**src/rtl/core/idfd_pkg.sv**
```systemverilog
// Shared types, codes and helper functions for the image frame deframer.
package idfd_pkg;

    localparam int DefLengthBits = 32;
    localparam int FifoDepth     = 4;
    localparam int FifoAw        = $clog2(FifoDepth);

    localparam logic [31:0] CrcPoly = 32'hEDB88320;
    localparam logic [31:0] CrcInit = 32'hFFFFFFFF;

    // result kinds on the output ports
    localparam logic [1:0] KIND_DATA     = 2'd0;
    localparam logic [1:0] KIND_MATCH    = 2'd1;
    localparam logic [1:0] KIND_MISMATCH = 2'd2;

    typedef enum logic [1:0] {
        CMD_DATA,
        CMD_ARM,
        CMD_END
    } cmd_kind_t;

    // request from the line parser to the CRC/output side
    typedef struct packed {
        cmd_kind_t   kind;
        logic [7:0]  data;
        logic        last;
        logic [31:0] frame;
        logic [31:0] crc;     // expected CRC on CMD_ARM
    } cmd_t;

    function automatic logic [31:0] crc_byte(input logic [31:0] crc_in, input logic [7:0] b);
        logic [31:0] c;
        c = crc_in ^ {24'd0, b};
        for (int i = 0; i < 8; i++)
        begin
            c = (c >> 1) ^ (c[0] ? CrcPoly : 32'd0);
        end
        return c;
    endfunction

    function automatic logic is_ws(input logic [7:0] c);
        return (c == 8'h20) || ((c >= 8'h09) && (c <= 8'h0D));
    endfunction

    function automatic logic is_dec(input logic [7:0] c);
        return (c >= "0") && (c <= "9");
    endfunction

    function automatic logic is_hex(input logic [7:0] c);
        return is_dec(c) || ((c >= "a") && (c <= "f")) || ((c >= "A") && (c <= "F"));
    endfunction

    function automatic logic [3:0] hex_val(input logic [7:0] c);
        logic [7:0] v;
        if (is_dec(c))
            v = c - "0";
        else if ((c >= "a") && (c <= "f"))
            v = c - "a" + 8'd10;
        else
            v = c - "A" + 8'd10;
        return v[3:0];
    endfunction

    function automatic logic [7:0] json_char(input logic [2:0] i);
        logic [7:0] r;
        case (i)
            3'd0:    r = "J";
            3'd1:    r = "S";
            3'd2:    r = "O";
            3'd3:    r = "N";
            default: r = " ";
        endcase
        return r;
    endfunction

    function automatic logic [7:0] image_char(input logic [2:0] i);
        logic [7:0] r;
        case (i)
            3'd0:    r = "I";
            3'd1:    r = "M";
            3'd2:    r = "A";
            3'd3:    r = "G";
            3'd4:    r = "E";
            default: r = " ";
        endcase
        return r;
    endfunction

    function automatic logic [7:0] end_char(input logic [2:0] i);
        logic [7:0] r;
        case (i)
            3'd0:    r = "E";
            3'd1:    r = "N";
            default: r = "D";
        endcase
        return r;
    endfunction

    function automatic logic [7:0] key_char(input logic [2:0] i);
        logic [7:0] r;
        case (i)
            3'd0:    r = 8'h22;
            3'd1:    r = "f";
            3'd2:    r = "r";
            3'd3:    r = "a";
            3'd4:    r = "m";
            3'd5:    r = "e";
            3'd6:    r = 8'h22;
            default: r = ":";
        endcase
        return r;
    endfunction

endpackage

```
**src/rtl/core/image_frame_deframer_crc_check.sv**
```systemverilog
// Top level of the image frame deframer with payload CRC-32 check.
//
//   port group     direction  handshake         payload
//   received byte  in         push / full       rx_byte
//   result item    out        pop / empty       kind, data_byte, last_payload,
//                                               frame_number, computed_crc
//
// One byte per cycle is accepted while full is low; the parser handles each byte in
// the cycle it is taken. A result passes through the request queue and then the
// output register. full rises when the four-entry request queue fills, i.e. after
// the output side has stalled for several results. Reset is asynchronous and
// needs no clearing pass.
module image_frame_deframer_crc_check #(
    parameter int LENGTH_BITS = idfd_pkg::DefLengthBits
) (
    input  logic        clk,
    input  logic        rst_n,
    input  logic        push,
    output logic        full,
    input  logic [7:0]  rx_byte,
    input  logic        pop,
    output logic        empty,
    output logic [1:0]  kind,
    output logic [7:0]  data_byte,
    output logic        last_payload,
    output logic [31:0] frame_number,
    output logic [31:0] computed_crc
);
    import idfd_pkg::*;

    logic in_take;
    logic cmd_push, cmd_pop, q_full, q_empty;
    cmd_t cmd_in, cmd_out;

    assign in_take = push && !q_full;
    assign full    = q_full;

    idfd_front #(.LENGTH_BITS(LENGTH_BITS)) u_front (
        .clk      (clk),
        .rst_n    (rst_n),
        .in_take  (in_take),
        .rx_byte  (rx_byte),
        .cmd_push (cmd_push),
        .cmd      (cmd_in)
    );

    idfd_fifo u_fifo (
        .clk     (clk),
        .rst_n   (rst_n),
        .wr_en   (cmd_push),
        .wr_data (cmd_in),
        .rd_en   (cmd_pop),
        .rd_data (cmd_out),
        .full    (q_full),
        .empty   (q_empty)
    );

    idfd_back u_back (
        .clk          (clk),
        .rst_n        (rst_n),
        .cmd_empty    (q_empty),
        .cmd          (cmd_out),
        .cmd_pop      (cmd_pop),
        .pop          (pop && !empty),
        .empty        (empty),
        .kind         (kind),
        .data_byte    (data_byte),
        .last_payload (last_payload),
        .frame_number (frame_number),
        .computed_crc (computed_crc)
    );

    a_end_fields: assert property (@(posedge clk) disable iff (!rst_n)
        (!empty && kind != KIND_DATA) |-> (data_byte == 8'd0 && !last_payload))
        else $error("frame end result carries payload fields");

    a_data_crc: assert property (@(posedge clk) disable iff (!rst_n)
        (!empty && kind == KIND_DATA) |-> computed_crc == 32'd0)
        else $error("payload result carries a CRC");

    a_hold: assert property (@(posedge clk) disable iff (!rst_n)
        (!empty && !pop) |=> (!empty && $stable(kind) && $stable(computed_crc)))
        else $error("waiting result changed");

endmodule

```
**src/rtl/core/idfd_front.sv**
```systemverilog
// Line parser: classifies received bytes, parses JSON/IMAGE/END lines, counts payload.
module idfd_front #(
    parameter int LENGTH_BITS = idfd_pkg::DefLengthBits
) (
    input  logic           clk,
    input  logic           rst_n,
    input  logic           in_take,
    input  logic [7:0]     rx_byte,
    output logic           cmd_push,
    output idfd_pkg::cmd_t cmd
);
    import idfd_pkg::*;

    localparam int PnW = (LENGTH_BITS > 32) ? LENGTH_BITS : 32;

    typedef enum logic [1:0] {
        PH_WAIT_JSON,
        PH_WAIT_HEADER,
        PH_READ,
        PH_WAIT_END
    } phase_t;

    typedef enum logic [3:0] {
        NP_IDLE, NP_A_WS, NP_A_SIGN, NP_A_DIG,
        NP_B_WS, NP_B_SIGN, NP_B_ZERO, NP_B_X, NP_B_DIG, NP_DONE
    } np_t;

    phase_t                 phase_reg, phase_next;
    logic [2:0]             pos_reg, pos_next;
    logic                   cj_reg, cj_next, ci_reg, ci_next, ce_reg, ce_next;
    logic                   tail_reg, tail_next;
    logic [3:0]             key_reg, key_next;
    np_t                    np_reg, np_next;
    logic                   negA_reg, negA_next, negB_reg, negB_next;
    logic [PnW-1:0]         pn_reg, pn_next;
    logic [31:0]            pcrc_reg, pcrc_next;
    logic [31:0]            frame_reg, frame_next;
    logic [LENGTH_BITS-1:0] len_reg, len_next;
    logic [LENGTH_BITS-1:0] cnt_reg, cnt_next;

    logic                   push_c;
    cmd_t                   cmd_c;

    always_comb
    begin
        logic [7:0]             c;
        logic                   ws;
        logic                   b_go;
        np_t                    nb;
        logic [PnW-1:0]         pnd;
        logic [LENGTH_BITS-1:0] need;
        logic [LENGTH_BITS:0]   cnt1;
        logic [PnW-1:0]         lenv;
        logic                   last;

        c     = rx_byte;
        ws    = is_ws(c);
        pnd   = (pn_reg << 3) + (pn_reg << 1) + PnW'(c - "0");
        need  = (len_reg == '0) ? LENGTH_BITS'(1) : len_reg;
        cnt1  = {1'b0, cnt_reg} + (LENGTH_BITS+1)'(1);
        last  = cnt1 >= {1'b0, need};
        lenv  = negA_reg ? (PnW'(0) - pn_reg) : pn_reg;
        b_go  = 1'b0;
        nb    = np_reg;

        phase_next = phase_reg;
        pos_next   = pos_reg;
        cj_next    = cj_reg;
        ci_next    = ci_reg;
        ce_next    = ce_reg;
        tail_next  = tail_reg;
        key_next   = key_reg;
        np_next    = np_reg;
        negA_next  = negA_reg;
        negB_next  = negB_reg;
        pn_next    = pn_reg;
        pcrc_next  = pcrc_reg;
        frame_next = frame_reg;
        len_next   = len_reg;
        cnt_next   = cnt_reg;

        push_c     = 1'b0;
        cmd_c.kind  = CMD_DATA;
        cmd_c.data  = c;
        cmd_c.last  = last;
        cmd_c.frame = frame_reg;
        cmd_c.crc   = pcrc_reg;

        if (phase_reg == PH_READ)
        begin
            push_c   = 1'b1;
            cnt_next = cnt1[LENGTH_BITS-1:0];
            if (last)
                phase_next = PH_WAIT_END;
        end
        else if (c != 8'h0A)
        begin
            if (!(pos_reg == 3'd0 && ws))
            begin
                if (pos_reg < 3'd5 && c != json_char(pos_reg))
                    cj_next = 1'b0;
                if (pos_reg < 3'd6 && c != image_char(pos_reg))
                    ci_next = 1'b0;
                if (pos_reg < 3'd3)
                begin
                    if (c != end_char(pos_reg))
                        ce_next = 1'b0;
                end
                else if (!ws)
                    ce_next = 1'b0;

                if (cj_next && pos_reg >= 3'd5)
                begin
                    if (!ws)
                        tail_next = 1'b1;
                    if (key_reg < 4'd8)
                    begin
                        if (c == key_char(key_reg[2:0]))
                            key_next = key_reg + 4'd1;
                        else
                            key_next = (c == 8'h22) ? 4'd1 : 4'd0;
                        if (key_next == 4'd8)
                            np_next = NP_A_WS;
                    end
                    else
                    begin
                        case (np_reg)
                            NP_A_WS:
                                if (!ws)
                                begin
                                    if (c == "+" || c == "-")
                                    begin
                                        negA_next = (c == "-");
                                        np_next   = NP_A_SIGN;
                                    end
                                    else if (is_dec(c))
                                    begin
                                        pn_next = PnW'(c - "0");
                                        np_next = NP_A_DIG;
                                    end
                                    else
                                        np_next = NP_DONE;
                                end
                            NP_A_SIGN:
                                if (is_dec(c))
                                begin
                                    pn_next = PnW'(c - "0");
                                    np_next = NP_A_DIG;
                                end
                                else
                                    np_next = NP_DONE;
                            NP_A_DIG:
                                if (is_dec(c))
                                    pn_next = pnd;
                                else
                                    np_next = NP_DONE;
                            default: ;
                        endcase
                    end
                end

                if (ci_next && pos_reg >= 3'd6)
                begin
                    if (!ws)
                        tail_next = 1'b1;
                    case (np_reg)
                        NP_A_WS:
                            if (!ws)
                            begin
                                if (c == "+" || c == "-")
                                begin
                                    negA_next = (c == "-");
                                    np_next   = NP_A_SIGN;
                                end
                                else if (is_dec(c))
                                begin
                                    pn_next = PnW'(c - "0");
                                    np_next = NP_A_DIG;
                                end
                                else
                                    np_next = NP_DONE;
                            end
                        NP_A_SIGN:
                            if (is_dec(c))
                            begin
                                pn_next = PnW'(c - "0");
                                np_next = NP_A_DIG;
                            end
                            else
                                np_next = NP_DONE;
                        NP_A_DIG:
                            if (is_dec(c))
                                pn_next = pnd;
                            else
                            begin
                                b_go = 1'b1;
                                nb   = NP_B_WS;
                            end
                        default:
                            b_go = 1'b1;
                    endcase
                    // second field: hex CRC
                    if (b_go)
                    begin
                        np_next = nb;
                        case (nb)
                            NP_B_WS:
                                if (!ws)
                                begin
                                    if (c == "+" || c == "-")
                                    begin
                                        negB_next = (c == "-");
                                        np_next   = NP_B_SIGN;
                                    end
                                    else if (c == "0")
                                        np_next = NP_B_ZERO;
                                    else if (is_hex(c))
                                    begin
                                        pcrc_next = {28'd0, hex_val(c)};
                                        np_next   = NP_B_DIG;
                                    end
                                    else
                                        np_next = NP_DONE;
                                end
                            NP_B_SIGN:
                                if (c == "0")
                                    np_next = NP_B_ZERO;
                                else if (is_hex(c))
                                begin
                                    pcrc_next = {28'd0, hex_val(c)};
                                    np_next   = NP_B_DIG;
                                end
                                else
                                    np_next = NP_DONE;
                            NP_B_ZERO:
                                if (c == "x" || c == "X")
                                    np_next = NP_B_X;
                                else if (is_hex(c))
                                begin
                                    pcrc_next = {28'd0, hex_val(c)};
                                    np_next   = NP_B_DIG;
                                end
                                else
                                    np_next = NP_DONE;
                            NP_B_X:
                                if (is_hex(c))
                                begin
                                    pcrc_next = {28'd0, hex_val(c)};
                                    np_next   = NP_B_DIG;
                                end
                                else
                                    np_next = NP_DONE;
                            NP_B_DIG:
                                if (is_hex(c))
                                    pcrc_next = {pcrc_reg[27:0], hex_val(c)};
                                else
                                    np_next = NP_DONE;
                            default: ;
                        endcase
                    end
                end

                if (ci_next && pos_reg == 3'd5)
                    np_next = NP_A_WS;
                if (pos_reg < 3'd7)
                    pos_next = pos_reg + 3'd1;
            end
        end
        else
        begin
            // end of line
            if (cj_reg && tail_reg)
            begin
                phase_next = PH_WAIT_HEADER;
                len_next   = '0;
                cnt_next   = '0;
                if (key_reg == 4'd8)
                    frame_next = negA_reg ? (32'd0 - pn_reg[31:0]) : pn_reg[31:0];
            end
            else if (phase_reg == PH_WAIT_HEADER && ci_reg && tail_reg)
            begin
                len_next    = lenv[LENGTH_BITS-1:0];
                cnt_next    = '0;
                phase_next  = PH_READ;
                push_c      = 1'b1;
                cmd_c.kind  = CMD_ARM;
                cmd_c.crc   = negB_reg ? (32'd0 - pcrc_reg) : pcrc_reg;
            end
            else if (phase_reg == PH_WAIT_END && ce_reg && pos_reg >= 3'd3)
            begin
                push_c     = 1'b1;
                cmd_c.kind = CMD_END;
                phase_next = PH_WAIT_JSON;
                len_next   = '0;
                cnt_next   = '0;
            end
            pos_next  = 3'd0;
            cj_next   = 1'b1;
            ci_next   = 1'b1;
            ce_next   = 1'b1;
            tail_next = 1'b0;
            key_next  = 4'd0;
            np_next   = NP_IDLE;
            negA_next = 1'b0;
            negB_next = 1'b0;
            pn_next   = '0;
            pcrc_next = '0;
        end
    end

    always_ff @(posedge clk or negedge rst_n)
    begin
        if (!rst_n)
        begin
            phase_reg <= PH_WAIT_JSON;
            pos_reg   <= 3'd0;
            cj_reg    <= 1'b1;
            ci_reg    <= 1'b1;
            ce_reg    <= 1'b1;
            tail_reg  <= 1'b0;
            key_reg   <= 4'd0;
            np_reg    <= NP_IDLE;
            negA_reg  <= 1'b0;
            negB_reg  <= 1'b0;
            pn_reg    <= '0;
            pcrc_reg  <= '0;
            frame_reg <= '0;
            len_reg   <= '0;
            cnt_reg   <= '0;
        end
        else if (in_take)
        begin
            phase_reg <= phase_next;
            pos_reg   <= pos_next;
            cj_reg    <= cj_next;
            ci_reg    <= ci_next;
            ce_reg    <= ce_next;
            tail_reg  <= tail_next;
            key_reg   <= key_next;
            np_reg    <= np_next;
            negA_reg  <= negA_next;
            negB_reg  <= negB_next;
            pn_reg    <= pn_next;
            pcrc_reg  <= pcrc_next;
            frame_reg <= frame_next;
            len_reg   <= len_next;
            cnt_reg   <= cnt_next;
        end
    end

    assign cmd_push = in_take && push_c;
    assign cmd      = cmd_c;

endmodule

```
**src/rtl/core/idfd_fifo.sv**
```systemverilog
// Short request queue between the line parser and the CRC/output side.
module idfd_fifo (
    input  logic           clk,
    input  logic           rst_n,
    input  logic           wr_en,
    input  idfd_pkg::cmd_t wr_data,
    input  logic           rd_en,
    output idfd_pkg::cmd_t rd_data,
    output logic           full,
    output logic           empty
);
    import idfd_pkg::*;

    cmd_t               mem [FifoDepth];
    logic [FifoAw-1:0]  wp_reg, rp_reg;
    logic [FifoAw:0]    cnt_reg;

    always_ff @(posedge clk)
    begin
        if (wr_en)
            mem[wp_reg] <= wr_data;
    end

    always_ff @(posedge clk or negedge rst_n)
    begin
        if (!rst_n)
        begin
            wp_reg  <= '0;
            rp_reg  <= '0;
            cnt_reg <= '0;
        end
        else
        begin
            if (wr_en)
                wp_reg <= wp_reg + FifoAw'(1);
            if (rd_en)
                rp_reg <= rp_reg + FifoAw'(1);
            cnt_reg <= cnt_reg + (FifoAw+1)'(wr_en) - (FifoAw+1)'(rd_en);
        end
    end

    assign rd_data = mem[rp_reg];
    assign full    = cnt_reg == (FifoAw+1)'(FifoDepth);
    assign empty   = cnt_reg == '0;

endmodule

```
**src/rtl/core/idfd_back.sv**
```systemverilog
// CRC engine and result register: runs the payload CRC and builds result items.
module idfd_back (
    input  logic           clk,
    input  logic           rst_n,
    input  logic           cmd_empty,
    input  idfd_pkg::cmd_t cmd,
    output logic           cmd_pop,
    input  logic           pop,
    output logic           empty,
    output logic [1:0]     kind,
    output logic [7:0]     data_byte,
    output logic           last_payload,
    output logic [31:0]    frame_number,
    output logic [31:0]    computed_crc
);
    import idfd_pkg::*;

    logic        valid_reg;
    logic [31:0] crc_reg, exp_reg;
    logic [1:0]  kind_reg;
    logic [7:0]  data_reg;
    logic        last_reg;
    logic [31:0] frame_reg, ocrc_reg;
    logic        take_out;
    logic [31:0] crc_upd, crc_fin;

    // ARM requests only load the engine, so they never wait on the output slot
    assign cmd_pop  = !cmd_empty && (cmd.kind == CMD_ARM || !valid_reg || pop);
    assign take_out = cmd_pop && cmd.kind != CMD_ARM;
    assign crc_upd  = crc_byte(crc_reg, cmd.data);
    assign crc_fin  = ~crc_reg;

    always_ff @(posedge clk or negedge rst_n)
    begin
        if (!rst_n)
        begin
            valid_reg <= 1'b0;
            crc_reg   <= CrcInit;
            exp_reg   <= '0;
        end
        else
        begin
            if (take_out)
                valid_reg <= 1'b1;
            else if (pop)
                valid_reg <= 1'b0;
            if (cmd_pop)
            begin
                case (cmd.kind)
                    CMD_ARM:
                    begin
                        crc_reg <= CrcInit;
                        exp_reg <= cmd.crc;
                    end
                    CMD_DATA:
                        crc_reg <= crc_upd;
                    default: ;
                endcase
            end
        end
    end

    always_ff @(posedge clk)
    begin
        if (take_out)
        begin
            frame_reg <= cmd.frame;
            if (cmd.kind == CMD_DATA)
            begin
                kind_reg <= KIND_DATA;
                data_reg <= cmd.data;
                last_reg <= cmd.last;
                ocrc_reg <= '0;
            end
            else
            begin
                kind_reg <= (crc_fin == exp_reg) ? KIND_MATCH : KIND_MISMATCH;
                data_reg <= '0;
                last_reg <= 1'b0;
                ocrc_reg <= crc_fin;
            end
        end
    end

    assign empty        = !valid_reg;
    assign kind         = kind_reg;
    assign data_byte    = data_reg;
    assign last_payload = last_reg;
    assign frame_number = frame_reg;
    assign computed_crc = ocrc_reg;

endmodule

```
**config.mk**
```make
export PLATFORM = sky130hd
export DESIGN_NAME = image_frame_deframer_crc_check
export DESIGN_NICKNAME = d
export VERILOG_FILES = /design/src/rtl/core/idfd_pkg.sv /design/src/rtl/core/image_frame_deframer_crc_check.sv /design/src/rtl/core/idfd_front.sv /design/src/rtl/core/idfd_fifo.sv /design/src/rtl/core/idfd_back.sv
export SDC_FILE = /design/constraint.sdc
export NUM_CORES = 1
export LEC_CHECK = 0
export BUFFER_PORTS_ARGS = -buffer_cell sky130_fd_sc_hd__buf_2
export CORE_ASPECT_RATIO = 1.5
export CORE_MARGIN = 5
export CORE_UTILIZATION = 36
export DETAILED_ROUTE_END_ITERATION = 6
export PLACE_DENSITY = 0.53
export SLEW_MARGIN = 20
export SYNTH_ARGS = -nofsm -noshare
export SYNTH_HDL_FRONTEND = slang
export SYNTH_SLANG_ARGS = --single-unit
export TNS_END_PERCENT = 5
```
**constraint.sdc**
```tcl
create_clock -name clk -period 5.4 [get_ports clk]
set_input_delay 0.54 -clock clk [delete_from_list [all_inputs] [get_ports clk]]
set_output_delay 0.54 -clock clk [all_outputs]
set_load 0.03 [all_outputs]
```
Word-level counts from Yosys, hierarchy flattened:

Memories as Yosys holds them, arrays and structs flattened.
Cells that the tools add are included.

* flip-flop bits (word level): 326
* memory bits (writable): 300
* input bits: 12
* output and inout bits: 77
* word-level logic and storage cells: 364
* memories kept: 1

* add/subtract/negate cells: 17
* $lt $le $gt $ge: 17
* equality and inequality tests: 58
* multiplexer cells: 180
* bitwise operators: 12
* reductions and logical operators: 53

Memories
* u_fifo.mem: depth 4, bits a word 75, rd ports 1, clocked after memory_dff 0, write ports 1, RTL line idfd_fifo.sv:14 `cmd_t mem [FifoDepth];`

Operators by type and width (count)
* 2-to-1 mux 32 bit: 45
* XOR 31 x 32 -> 32 bit: 8
* one-hot mux 32 bit (3 select lines): 2
* one-hot mux 32 bit (5 select lines): 1
* 2-to-1 mux 4 bit: 36
* 2-to-1 mux 8 bit: 15
* adder 32 bit: 2
* one-hot mux 32 bit (2 select lines): 1
* subtractor 1 x 32 -> 32 bit (first input constant): 2
* 2-to-1 mux 1 bit: 57
* one-hot mux 7 bit (6 select lines): 1
* == test 8 x 6 -> 1 bit (second input constant): 5
* one-hot mux 7 bit (5 select lines): 1
* adder 32 x 1 -> 33 bit (second input constant): 1
* >= comparator 33 x 32 -> 1 bit: 1
* == test 32 bit: 1
* zero test 32 bit: 1
* NOT 32 bit: 1
* XOR 32 x 8 -> 32 bit: 1
* one-hot mux 7 bit (4 select lines): 1
* 2-to-1 mux 2 bit: 12
* != test 8 bit: 3
* logical AND 1 bit: 20
* one-hot mux 4 bit (5 select lines): 1
* 54 further kinds: 118

Longest topological paths before layout:

Gate-level depths: netlist of run 1.

* depth in word-level cells: 36
* mapped depth: 18
* gate-level depth less buffers: 17

Cells and area by module:

A second synthesis of run 1 with hierarchy kept.

* cells, all modules: 2635
* area total of the unflattened synthesis: 32097.0 um^2

Modules (own cells, without submodules)
* idfd_front: instances 1, cells an instance 1795, area each 14625.3 um^2, seq. area each 4483.0 um^2
* idfd_fifo: instances 1, cells an instance 426, area each 11240.8 um^2, seq. area each 9183.8 um^2
* idfd_back: instances 1, cells an instance 412, area each 6203.4 um^2, seq. area each 3918.8 um^2
* image_frame_deframer_crc_check: instances 1, cells an instance 2, area each 27.5 um^2, seq. area each 0.0 um^2

Least setup slack after synthesis of run 1:

No wires, ideal clock.

* kind: in2reg
* from: in rx_byte[4]
* to: reg u_front.pn_reg[17]
* setup time: 0.126 ns
* arrival: 7.362 ns
* data required time: 5.274 ns
* slack: -2.088 ns
* cell stages on the path: 14
* buffers on the path: 1
* cell sequence: ha_1 > clkbuf_1 > nor3_1 > fa_1 > ha_1 > a21oi_1 > o21ai_0 > a311oi_1 > o31ai_1 > a2111o_1 > o21ai_0 > a211o_1 > o21ai_0 > a221o_1

* cells in the longest elaborated chain, start to end: 15
* elaborated cells between the ends (all ways): 46
* classes of those cells: 2 x add/sub; 4 x order compare; 7 x eq/ne; 23 x mux; 10 x reduce/logical

RTL lines
* from (decl): RTL line image_frame_deframer_crc_check.sv:20 `input logic [7:0] rx_byte,`
* branches (longest 15 deep; another with adder 32 bit)
* to (signal assigned): RTL line idfd_front.sv:343 `pn_reg <= pn_next;`
* to (decl): RTL line idfd_front.sv:35 `logic [PnW-1:0] pn_reg, pn_next;`

Parallel ways; which one is timed is not known. The select of a mux whose other input is x is not followed.
A chain may end at the register's enable or synchronous reset.

Worst setup path after layout of run 1:

* from: reg u_front.pos_reg[2]
* to: reg u_front.pn_reg[1]

* cells in the longest elaborated chain, start to end: 20
* elaborated cells between the ends (all ways): 43
* classes of those cells: 4 x order compare; 7 x eq/ne; 25 x mux; 7 x reduce/logical

RTL lines
* from (decl): RTL line idfd_front.sv:29 `logic [2:0] pos_reg, pos_next;`
* from (signal assigned): RTL line idfd_front.sv:334 `pos_reg <= pos_next;`
* == test 3 x 2 -> 1 bit, or another cell as far along: RTL line idfd_pkg.sv:66, idfd_pkg.sv:78
* one-hot mux 7 bit (4 select lines): RTL line idfd_pkg.sv:66 `case (i)`
* 2-to-1 mux 8 bit: RTL line idfd_front.sv:98 `if (!(pos_reg == 3'd0 && ws))`
* 2-to-1 mux 8 bit: RTL line idfd_front.sv:96 `else if (c != 8'h0A)`
* 2-to-1 mux 8 bit: RTL line idfd_front.sv:89 `if (phase_reg == PH_READ)`
* != test 8 bit: RTL line idfd_front.sv:100 `if (pos_reg < 3'd5 && c != json_char(pos_reg))`
* logical AND 1 bit: RTL line idfd_front.sv:100
* 2-to-1 mux 1 bit: RTL line idfd_front.sv:100
* [... 4 more ...]
* 2-to-1 mux 32 bit: RTL line idfd_front.sv:112 `if (cj_next && pos_reg >= 3'd5)`
* 2-to-1 mux 32 bit: RTL line idfd_front.sv:175, idfd_front.sv:184
* 2-to-1 mux 32 bit: RTL line idfd_front.sv:170 `if (c == "+" || c == "-")`
* 2-to-1 mux 32 bit: RTL line idfd_front.sv:168 `if (!ws)`
* one-hot mux 32 bit (3 select lines): RTL line idfd_front.sv:166 `case (np_reg)`
* 2-to-1 mux 32 bit: RTL line idfd_front.sv:162 `if (ci_next && pos_reg >= 3'd6)`
* 2-to-1 mux 32 bit: RTL line idfd_front.sv:98
* 2-to-1 mux 32 bit: RTL line idfd_front.sv:96

Several ways; a longest one is shown, not always the timed one. The select of a mux whose other input is x is not followed.

==> impl_metrics.tcl, run 1 <==
set metrics [dict create \
    arrival_ps 5030 \
    io_buffers 88 \
    worstRegToRegCells 11 \
    syn-num-nets 2678 \
    seq_area_frac_synth_pct 56.0 \
    synth.most_common_cell "edfxtp_1" \
    irDropWorstVdd_v 0.000343 \
    row_count 132 \
    yosys_register_bits 626 \
    via_per_inst 5.49 \
    nets 2787 \
    path_class "flip-flop to flip-flop" \
    min_path_type "primary input to flip-flop" \
    grt_setup_unrepaired "false" \
    avgRoutedWirePerCell_um 23.4 \
    yosysTopAreaCellShare_pct 35.9 \
    setup_viol 0 \
    start_kind "flip-flop" \
    synth.avg_cell_area_um2 12.3 \
    synth.area.top_cells "edfxtp_1 (36%), dfrtp_1 (17%), mux4_2 (5.4%), xnor2_1 (4.2%), ha_1 (3.6%)" \
    die_w_um 251 \
    post-cts-setup-buffer-count 0 \
    maxCapViolCount 0 \
    reg2reg_to "u_front.pn_reg[1]" \
    yosysTopAreaCell "edfxtp_1" \
    vias 21100 \
    skew_ps 27.0 \
    areaGrowthSynthToFinish_pct 13.8 \
    numCtsBuffers 60 \
    cts_root_buffer "clkbuf_16" \
    p_comb_share_pct 27.3 \
    fin_tns_setup_ps 0 \
    worstSkewPairLatency_ps 650 \
    grt_max_degree 106 \
    placedCellCount 3731 \
    largest_reg_flops 300 \
    p_clk_share_pct 32.0 \
    utilization_pct 41.3 \
    clock_path_buffers 3 \
    synth-edff-count 375 \
    initial_utilization_pct 36.3 \
    synthFlopType "edfxtp_1" \
    drive_gt1_share_pct 17.1 \
    seq_power_share_pct 40.7 \
    cts_resized 0 \
    p_per_area_nw_per_um2 398 \
    diodes 0 \
    slew_headroom_pct 25.4 \
    first_iter_violations 1348 \
    cts_tree "yes" \
    drt_first_pass_iters 5 \
    internal_power_mw 9.70 \
    finalCritPeriodShare_pct 83.5 \
    wl_mm 90.0 \
    core_um2 86400 \
    stdcell_count 3846 \
    ys_types 91 \
    finalHoldViolCount 0 \
    timing.fmax_mhz 222 \
    p_sw_mw 4.52 \
    min_from "pop" \
    worstMarginPinSlew_ps 1100 \
    min_delay_path_depth 3 \
    min_period_ps 4510 \
    yosys-top-cells-count "edfxtp_1 (375), nand2_1 (241), dfrtp_1 (216), nor2_1 (161), xnor2_1 (152)" \
    grt_pass1_vias 21700 \
    cts_hold_buffers 1 \
    gp_congestion 0.938 \
    syn_area_um2 31400 \
    clock_sinks 626 \
    r2r-start "u_front.pos_reg[2]" \
    endpoint_kind "flip-flop" \
    outcome "finished, final reports clean" \
    async_flop_share_pct 40.1 \
    grt_pass1_wl_mm 137 \
    yosysWarningCount 0 \
    sw_frac_of_total_pct 31.8 \
    critical_path_required_ps 5920 \
    crit_fanout 17 \
    top_register "u_fifo.mem" \
    ant_nets 0 \
    leakage_nw 14.1 \
    whs_endpoint "u_back.valid_reg" \
    io_pins 89 \
    die_h_um 372 \
    h-tree-depth 2 \
    syn_inst 2546 \
    grt_antenna_before_repair 3 \
    rrSetupSlack_ps 890 \
    finalMaxSlewViolations 0 \
    hpwl_mm 66.0 \
    grt.total_usage_pct 19.0 \
    die_area_um2 93300 \
    clk_transition_reported_paths_ps 70 \
    overflow 0 \
    drc 0 \
]
[critical path: stages (launching register included)]
cell and delay [ps]:
dfrtp_1 680, inv_1 260, ha_1 370, or4b_2 700
a21oi_1 160, o211ai_1 170, a21o_1 240, a21oi_4 340
nor2_1 170, nor3_2 810, a21oi_1 140, a211oi_1 340
[cell type report]
type,instances,area [µm²]
fill,8086,50700
sequential,626,17600
multi-input combinational,1717,13100
clock buffer,72,1600
tap,1139,1430
timing repair buffer,161,1110
clock inverter,42,552
inverter,89,334
[power by group through the flow]
stage / combinational [mW] / sequential [mW] / clock, mW
floorplan: 2.60 / 6.05 / 0
global placement: 3.91 / 5.88 / 0
detailed placement: 3.93 / 5.89 / 0
CTS: 3.95 / 5.79 / 4.68
global route: 4.16 / 5.82 / 4.87
finish: 3.89 / 5.78 / 4.55
[through the flow]
step	power (mW)	worst slack [ps]	instance area [µm²]	hold slack (ps)
2_1_floorplan	8.64	-355	31400	244
3_3_place_gp	9.79	708	33500	476
3_5_place_dp	9.82	707	33500	489
4_1_cts	14.4	930	35700	150
5_1_grt	14.9	512	35700	199
6_report	14.2	889	35700	203
[routing by layer]
metal | GRT usage (%) | wire (µm) | vias to the layer above | share of wire (%)
li1 | - | - | 9687 | -
met1 | 21.0 | 33200 | 10600 | 37
met2 | 36.1 | 48600 | 575 | 54
met3 | 2.11 | 3270 | 204 | 3.6
met4 | 9.18 | 4920 | 0 | 5.5
met5 | 0 | 0 | - | 0
[cells by family (layout without fill, tap and decap cells)]
logic type,after synthesis,after routing,share of synthesized area (%)
xor gates and xnor gates,239,239,6.84
muxes,116,116,6.84
DFF,626,626,56.0
buffers and inverters,203,364,2.50
adders and majority gates,120,120,5.50
AOI/OAI and AO/OA,576,576,12.3
and+or+nand+nor,666,666,10.0
[layout by cell type, fill, tap and decap left out, types with 80 or more instances in the layout]
| cell | netlist | layout |
|---|---|---|
| buf_2 | 12 | 87 |
| nor2_1 | 161 | 158 |
| o21ai_0 | 149 | 149 |
| a21oi_1 | 117 | 117 |
| ha_1 | 90 | 90 |
| inv_1 | 88 | 88 |
| nand2_1 | 241 | 241 |
| xnor2_1 | 152 | 152 |
| xor2_1 | 80 | 80 |
| dfrtp_1 | 216 | 214 |
| edfxtp_1 | 375 | 375 |
[worst max-delay path by stage]
stage | end | from | slack [ps] | cells after the start
final | u_front.pn_reg[1] | u_front.pos_reg[2] | 890 | 11
after global routing | u_fifo.mem[2][64] | u_front.cnt_reg[0] | 510 | 16
after CTS | u_front.pn_reg[1] | u_front.pos_reg[2] | 930 | 11
after detailed placement | u_front.pn_reg[17] | rx_byte[5] | 710 | 16
after global placement | u_front.pn_reg[17] | rx_byte[5] | 710 | 16
after floorplan | u_fifo.mem[0][0] | rx_byte[4] | -360 | 9
Power figures use the tool's default switching activity.
==> run 2: changes to the inputs <==
Settings changed: PLACE_DENSITY 0.53 to 0.51.
Clock period 5.4 ns to 4.4 ns, I/O delays scaled along.
==> run 2 against run 1 <==
  * Core utilization is 0.93 points higher
  * Wire length increased by 2.9%
  * Critical path depth up 5
  * Register-to-register slack worse by 530 ps
  * Clock-buffer cell count is the same
  * First-iteration DRC count down 2.6%
  * Flip-flop and latch count did not move
  * Maximum frequency grew 12%
  * Largest power group unchanged
  * Hold slack got worse by 79 ps
  * Critical endpoint is now u_fifo.mem[2][64]
  * Cell count increased by 1.9%
  * Cell area increased by 2.3%
==> impl_metrics.tcl, run 2 (synthesis gave the netlist of run 1 again) <==
set metrics [dict create \
    die_h_um 372 \
    grt_max_degree 89 \
    whs_ps 124 \
    io_buffers 88 \
    hpwl_mm 68.9 \
    nets 2858 \
    endpoint_kind "flip-flop" \
    wl_mm 92.6 \
    min_path_type "primary input to flip-flop" \
    top_register "u_fifo.mem" \
    min_from "pop" \
    die_area_um2 93300 \
    sw_frac_of_total_pct 31.9 \
    clock_sinks 626 \
    timing.fmax_mhz 247 \
    irDropWorstVdd_v 0.000636 \
    post-cts-setup-buffer-count 0 \
    min_period_ps 4040 \
    path_class "flip-flop to flip-flop" \
    areaGrowthSynthToFinish_pct 16.4 \
    layout_common_cells "edfxtp_1 (375), nand2_1 (241), dfrtp_1 (214)" \
    finalHoldViolCount 0 \
    clock_path_buffers 3 \
    min_delay_path_depth 3 \
    crit_fanout 6 \
    ant_nets 0 \
    numCtsBuffers 61 \
    fillers 7945 \
    path_cells "ha_1 -> and3_1 -> and3_1 -> nand3_1 -> nor2_1 -> and4_1 -> nand3_1 -> xnor2_1 -> ha_1 -> a21o_1 -> a21o_1 -> a21oi_1 -> o311a_1 -> o221ai_1 -> o21ai_1 -> nand2b_1" \
    leakage_nw 14.5 \
    finalCritPeriodShare_pct 91.9 \
    outcome "finished, final reports clean" \
    crit_start "u_front.cnt_reg[0]" \
    fin_tns_setup_ps 0 \
    die_w_um 251 \
    multi_input_area_um2 13200 \
    initial_utilization_pct 36.3 \
    seq_power_share_pct 40.0 \
    postLayoutCellArea_um2 36500 \
    reg2reg_to "u_fifo.mem[2][64]" \
    r2r-start "u_front.cnt_reg[0]" \
    p_clk_share_pct 32.2 \
    drc 0 \
    max_stage_delay_ps 440 \
    setup_viol 0 \
    final-seq-area_um2 17600 \
    finalMaxSlewViolations 0 \
    grt_setup_unrepaired "false" \
    via_per_inst 5.45 \
    first_iter_violations 1313 \
    internal_power_mw 12.1 \
    critical_path_required_ps 4770 \
    avgRoutedWirePerCell_um 23.6 \
    stdcell_count 3918 \
    slew_headroom_pct 37.0 \
    p_comb_share_pct 27.8 \
    overflow 0 \
    row_count 132 \
    maxCapViolCount 0 \
    final_common_cell "edfxtp_1" \
    worstMarginPinSlew_ps 945 \
    core_um2 86400 \
    largest_reg_flops 300 \
    cts_root_buffer "clkbuf_16" \
    utilization_pct 42.3 \
    h-tree-depth 2 \
    grt_pass1_vias 22200 \
    diodes 0 \
    gp_congestion 0.936 \
    vias 21300 \
    p_sw_mw 5.66 \
    worstRegToRegCells 16 \
    grt.total_usage_pct 19.6 \
    cts_tree "yes" \
    crit_path_top_delay_cell "dfrtp_1" \
    start_kind "flip-flop" \
    whs_endpoint "u_back.valid_reg" \
    placed_area_um2 34300 \
    grt_pass1_wl_mm 141 \
    arrival_ps 4410 \
    drive_gt1_share_pct 19.7 \
    io_pins 89 \
    p_per_area_nw_per_um2 486 \
    clk_transition_reported_paths_ps 70 \
    skew_ps 34.6 \
    worstSkewPairLatency_ps 650 \
    rrSetupSlack_ps 360 \
    placedCellCount 3801 \
    grt_antenna_before_repair 2 \
    drt_first_pass_iters 6 \
]
==> run 2: cell count changes in the layout (fill, tap and decap cells not counted), moves of 3 or more <==
cell | previous run | this run
a21oi_1 | 117 | 114
a21oi_2 | 0 | 3
buf_12 | 9 | 19
buf_4 | 63 | 123
clkinv_1 | 6 | 9
clkinv_2 | 13 | 7
clkinvlp_4 | 4 | 11
ha_1 | 90 | 85
ha_4 | 0 | 3
o21ai_0 | 149 | 142
o21ai_1 | 1 | 7
==> run 2: critical path, delay by kind of cell (launching register included) <==
| kind | cells | cell delay (ps) |
|---|---|---|
| xor gates and xnor gates | 1 | 220 |
| and+or+nand+nor | 7 | 1480 |
| DFF | 1 | 440 |
| adders and majority gates | 2 | 530 |
| AOI/OAI and AO/OA | 6 | 1080 |
==> run 2: worst max path at each step <==
stage | endpoint | slack (ps) | cells past startpoint
floorplan | u_fifo.mem[0][0] | -1260 | 9
global placement | u_front.pn_reg[31] | 50 | 16
detailed placement | u_front.pn_reg[31] | 30 | 16
CTS | u_fifo.mem[2][64] | 210 | 16
global route | u_front.phase_reg[0] | 7 | 17
finish | u_fifo.mem[2][64] | 360 | 16
==> run 2: what timing repair did <==
item                       4_1_cts  5_1_grt
resized for setup                0        2
hold buffers                     1        0
hold endpoints to repair        77        0
setup endpoints to repair        0        5
==> run 2: power by group through the flow <==
stage	combinational, mW	sequential (mW)	clock [mW]
after global routing	5.31	7.15	6.12
after CTS	5.02	7.12	5.88
after global placement	4.98	7.23	0
after floorplan	3.19	7.42	0
after detailed placement	5.00	7.23	0
final	4.93	7.10	5.72
==> run 2: per-layer routing <==
metal	part of all wire [%]	global-route usage (%)	up-vias
met3	3.6	2.36	199
met5	0	0	-
met1	38	22.2	10800
met4	4.8	8.35	0
li1	-	-	9832
met2	54	37.1	547
==> run 2: stage by stage <==
step | total power [mW] | worst slack (ps)
final | 17.8 | 356
after global routing | 18.6 | 6.96
after CTS | 18.0 | 211
after detailed placement | 12.2 | 31.6
after global placement | 12.2 | 48.0
after floorplan | 10.6 | -1260
==> run 2: cell type report <==
class / count / share of cell area, %
Clock inverter: 44 / 1.62
Timing Repair Buffer: 231 / 4.83
Inverter: 89 / 0.915
Multi-Input combinational cell: 1717 / 36.2
Sequential cell: 626 / 48.2
Clock buffer: 72 / 4.41
Tap cell: 1139 / 3.90
==> run 3: changes to the inputs <==
Settings changed: CORE_UTILIZATION 36 to 46, PLACE_DENSITY 0.51 to 0.62.
==> run 3 against run 2 <==
  * Clock-buffer cell count shrank 3
  * Cell area fell by 2.8%
  * Die area shrank 21%
  * Flip-flop and latch count is the same
  * Hold slack worse by 13 ps
  * Wire length fell by 9.6%
  * Core utilization is 10 points higher
  * Non-clock buffer count is 50 lower
  * First-iteration DRC count rose by 41%
  * Global-route usage up 3.1 points
  * Clock skew shrank 18 ps
  * Sequential power fell by 0.6%
  * Critical path type unchanged
==> impl_metrics.tcl, run 3 (synthesis gave the netlist of run 1 again) <==
set metrics [dict create \
    skew_ps 16.7 \
    drive_gt1_share_pct 18.2 \
    gp_congestion 0.975 \
    initial_utilization_pct 46.3 \
    layout_common_cells "edfxtp_1 (375), nand2_1 (241), dfrtp_1 (214)" \
    die_h_um 330 \
    cp_top_family "simple AND/OR/NAND/NOR gates" \
    crit_path_top_delay_cell "dfrtp_1" \
    finalMaxSlewViolations 0 \
    h-tree-depth 2 \
    avgRoutedWirePerCell_um 23.1 \
    grt.total_usage_pct 22.7 \
    worstMarginPinSlew_ps 973 \
    vias 21100 \
    overflow 0 \
    grt_max_degree 87 \
    finalHoldViolCount 0 \
    via_per_inst 5.84 \
    clk_transition_reported_paths_ps 70 \
    wl_mm 83.6 \
    crit_fanout 6 \
    core_um2 67800 \
    grt_pass1_vias 22200 \
    leakage_nw 14.1 \
    stdcell_count 3615 \
    path_class "flip-flop to flip-flop" \
    clock_sinks 626 \
    row_count 117 \
    endpoint_kind "flip-flop" \
    maxCapViolCount 0 \
    io_buffers 88 \
    drc 0 \
    timing.fmax_mhz 245 \
    max_stage_delay_ps 450 \
    grt_pass1_wl_mm 131 \
    nets 2804 \
    cts_root_buffer "clkbuf_16" \
    worstSkewPairLatency_ps 630 \
    whs_ps 111 \
    largest_reg_flops 300 \
    start_kind "flip-flop" \
    path_cells "ha_1 -> and3_1 -> and3_1 -> nand3_1 -> nor2_2 -> nand4_1 -> xnor2_1 -> ha_1 -> nand2_1 -> or3_1 -> nor3_2 -> o21ai_0 -> a21oi_1 -> o21ai_2 -> nor3b_1 -> a311oi_1" \
    drt_first_pass_iters 7 \
    setup_viol 0 \
    total_power_mw 16.8 \
    placedCellCount 3504 \
    p_per_area_nw_per_um2 474 \
    clock_path_buffers 3 \
    min_period_ps 4080 \
    areaGrowthSynthToFinish_pct 13.1 \
    first_iter_violations 1846 \
    top_register "u_fifo.mem" \
    finalCritPeriodShare_pct 92.8 \
    final_common_cell "edfxtp_1" \
    outcome "finished, final reports clean" \
    min_path_type "primary input to flip-flop" \
    cts_tree "yes" \
    die_area_um2 73700 \
    ant_nets 0 \
    hpwl_mm 61.5 \
    critical_path_required_ps 4930 \
    io_pins 89 \
    grt_antenna_before_repair 3 \
    die_w_um 223 \
    irDropWorstVdd_v 0.000711 \
    path_buf_inv 0 \
    arrival_ps 4610 \
    numCtsBuffers 57 \
    slew_headroom_pct 34.5 \
    grt_setup_unrepaired "false" \
]
run 3: cell count changes in the layout (fill, tap and decap cells not counted), moves of 2 or more:
cell	delta
buf_12	-6
inv_8	+2
clkbuf_16	-5
clkinv_4	+2
clkinv_1	-3
buf_4	-44
clkinv_8	+2
diode_2	+2
bufinv_16	-6
clkinvlp_2	+2
run 3: cell type report:
| type | instances | area [µm²] |
|---|---|---|
| Antenna cell | 2 | 5.00 |
| Clock buffer | 69 | 1500 |
| Clock inverter | 39 | 422 |
| Fill cell | 5763 | 32300 |
| Inverter | 89 | 334 |
| Multi-Input combinational cell | 1717 | 13200 |
| Sequential cell | 626 | 17600 |
| Tap cell | 892 | 1120 |
| Timing Repair Buffer | 181 | 1310 |
run 3: where the power goes:
part	switching, mW	total, mW	internal (mW)
logic	2.76	4.69	1.93
registers	0.324	7.06	6.73
clock network	2.25	5.07	2.82
total	5.34	16.8	11.5
run 3: worst register-to-register path: cells and delay by family, from the launching register on:
| family | cells | cell delay, ps |
|---|---|---|
| simple gates | 9 | 2010 |
| xor+xnor | 1 | 190 |
| flops | 1 | 450 |
| compound gates | 4 | 730 |
| fa+ha+maj | 2 | 590 |
run 3: final timing paths:
| kind | end | from | cells past startpoint | slack [ps] |
|---|---|---|---|---|
| hold / removal | u_back.valid_reg | pop | 3 | 110 |
| setup / recovery | u_front.phase_reg[0] | u_front.cnt_reg[0] | 16 | 320 |
| setup reg to reg | u_front.phase_reg[0] | u_front.cnt_reg[0] | 16 | 320 |
| min in group asynchronous | u_back.exp_reg[11] | rst_n | 2 | 400 |
| hold reg to reg | u_front.ce_reg | u_front.ce_reg | 2 | 490 |
| max in group asynchronous | u_front.pn_reg[23] | rst_n | 3 | 2960 |
run 3: what timing repair did:
action | CTS | global route
resized for setup | 0 | 4
hold buffers | 1 | 0
setup endpoints to repair | 0 | 5
endpoints found under the hold margin | 78 | 0
setup buffers | 0 | 0
run 3: metal layers:
metal	vias to the layer above	global-route usage (%)	routed length [µm]
met5	-	0	0
met4	0	10.1	4200
met3	196	2.85	3420
met2	552	41.4	44100
met1	10600	26.9	32000
li1	9714	-	-
run 3: through the flow:
step	util (%)	setup slack, ps	cell area [µm²]	setup TNS (ps)
global route	52.4	17.5	35500	0
detailed placement	49.5	140	33500	0
finish	52.4	319	35500	0
global placement	49.5	242	33500	0
floorplan	-	-1260	31500	-377950
CTS	52.3	68.3	35500	0
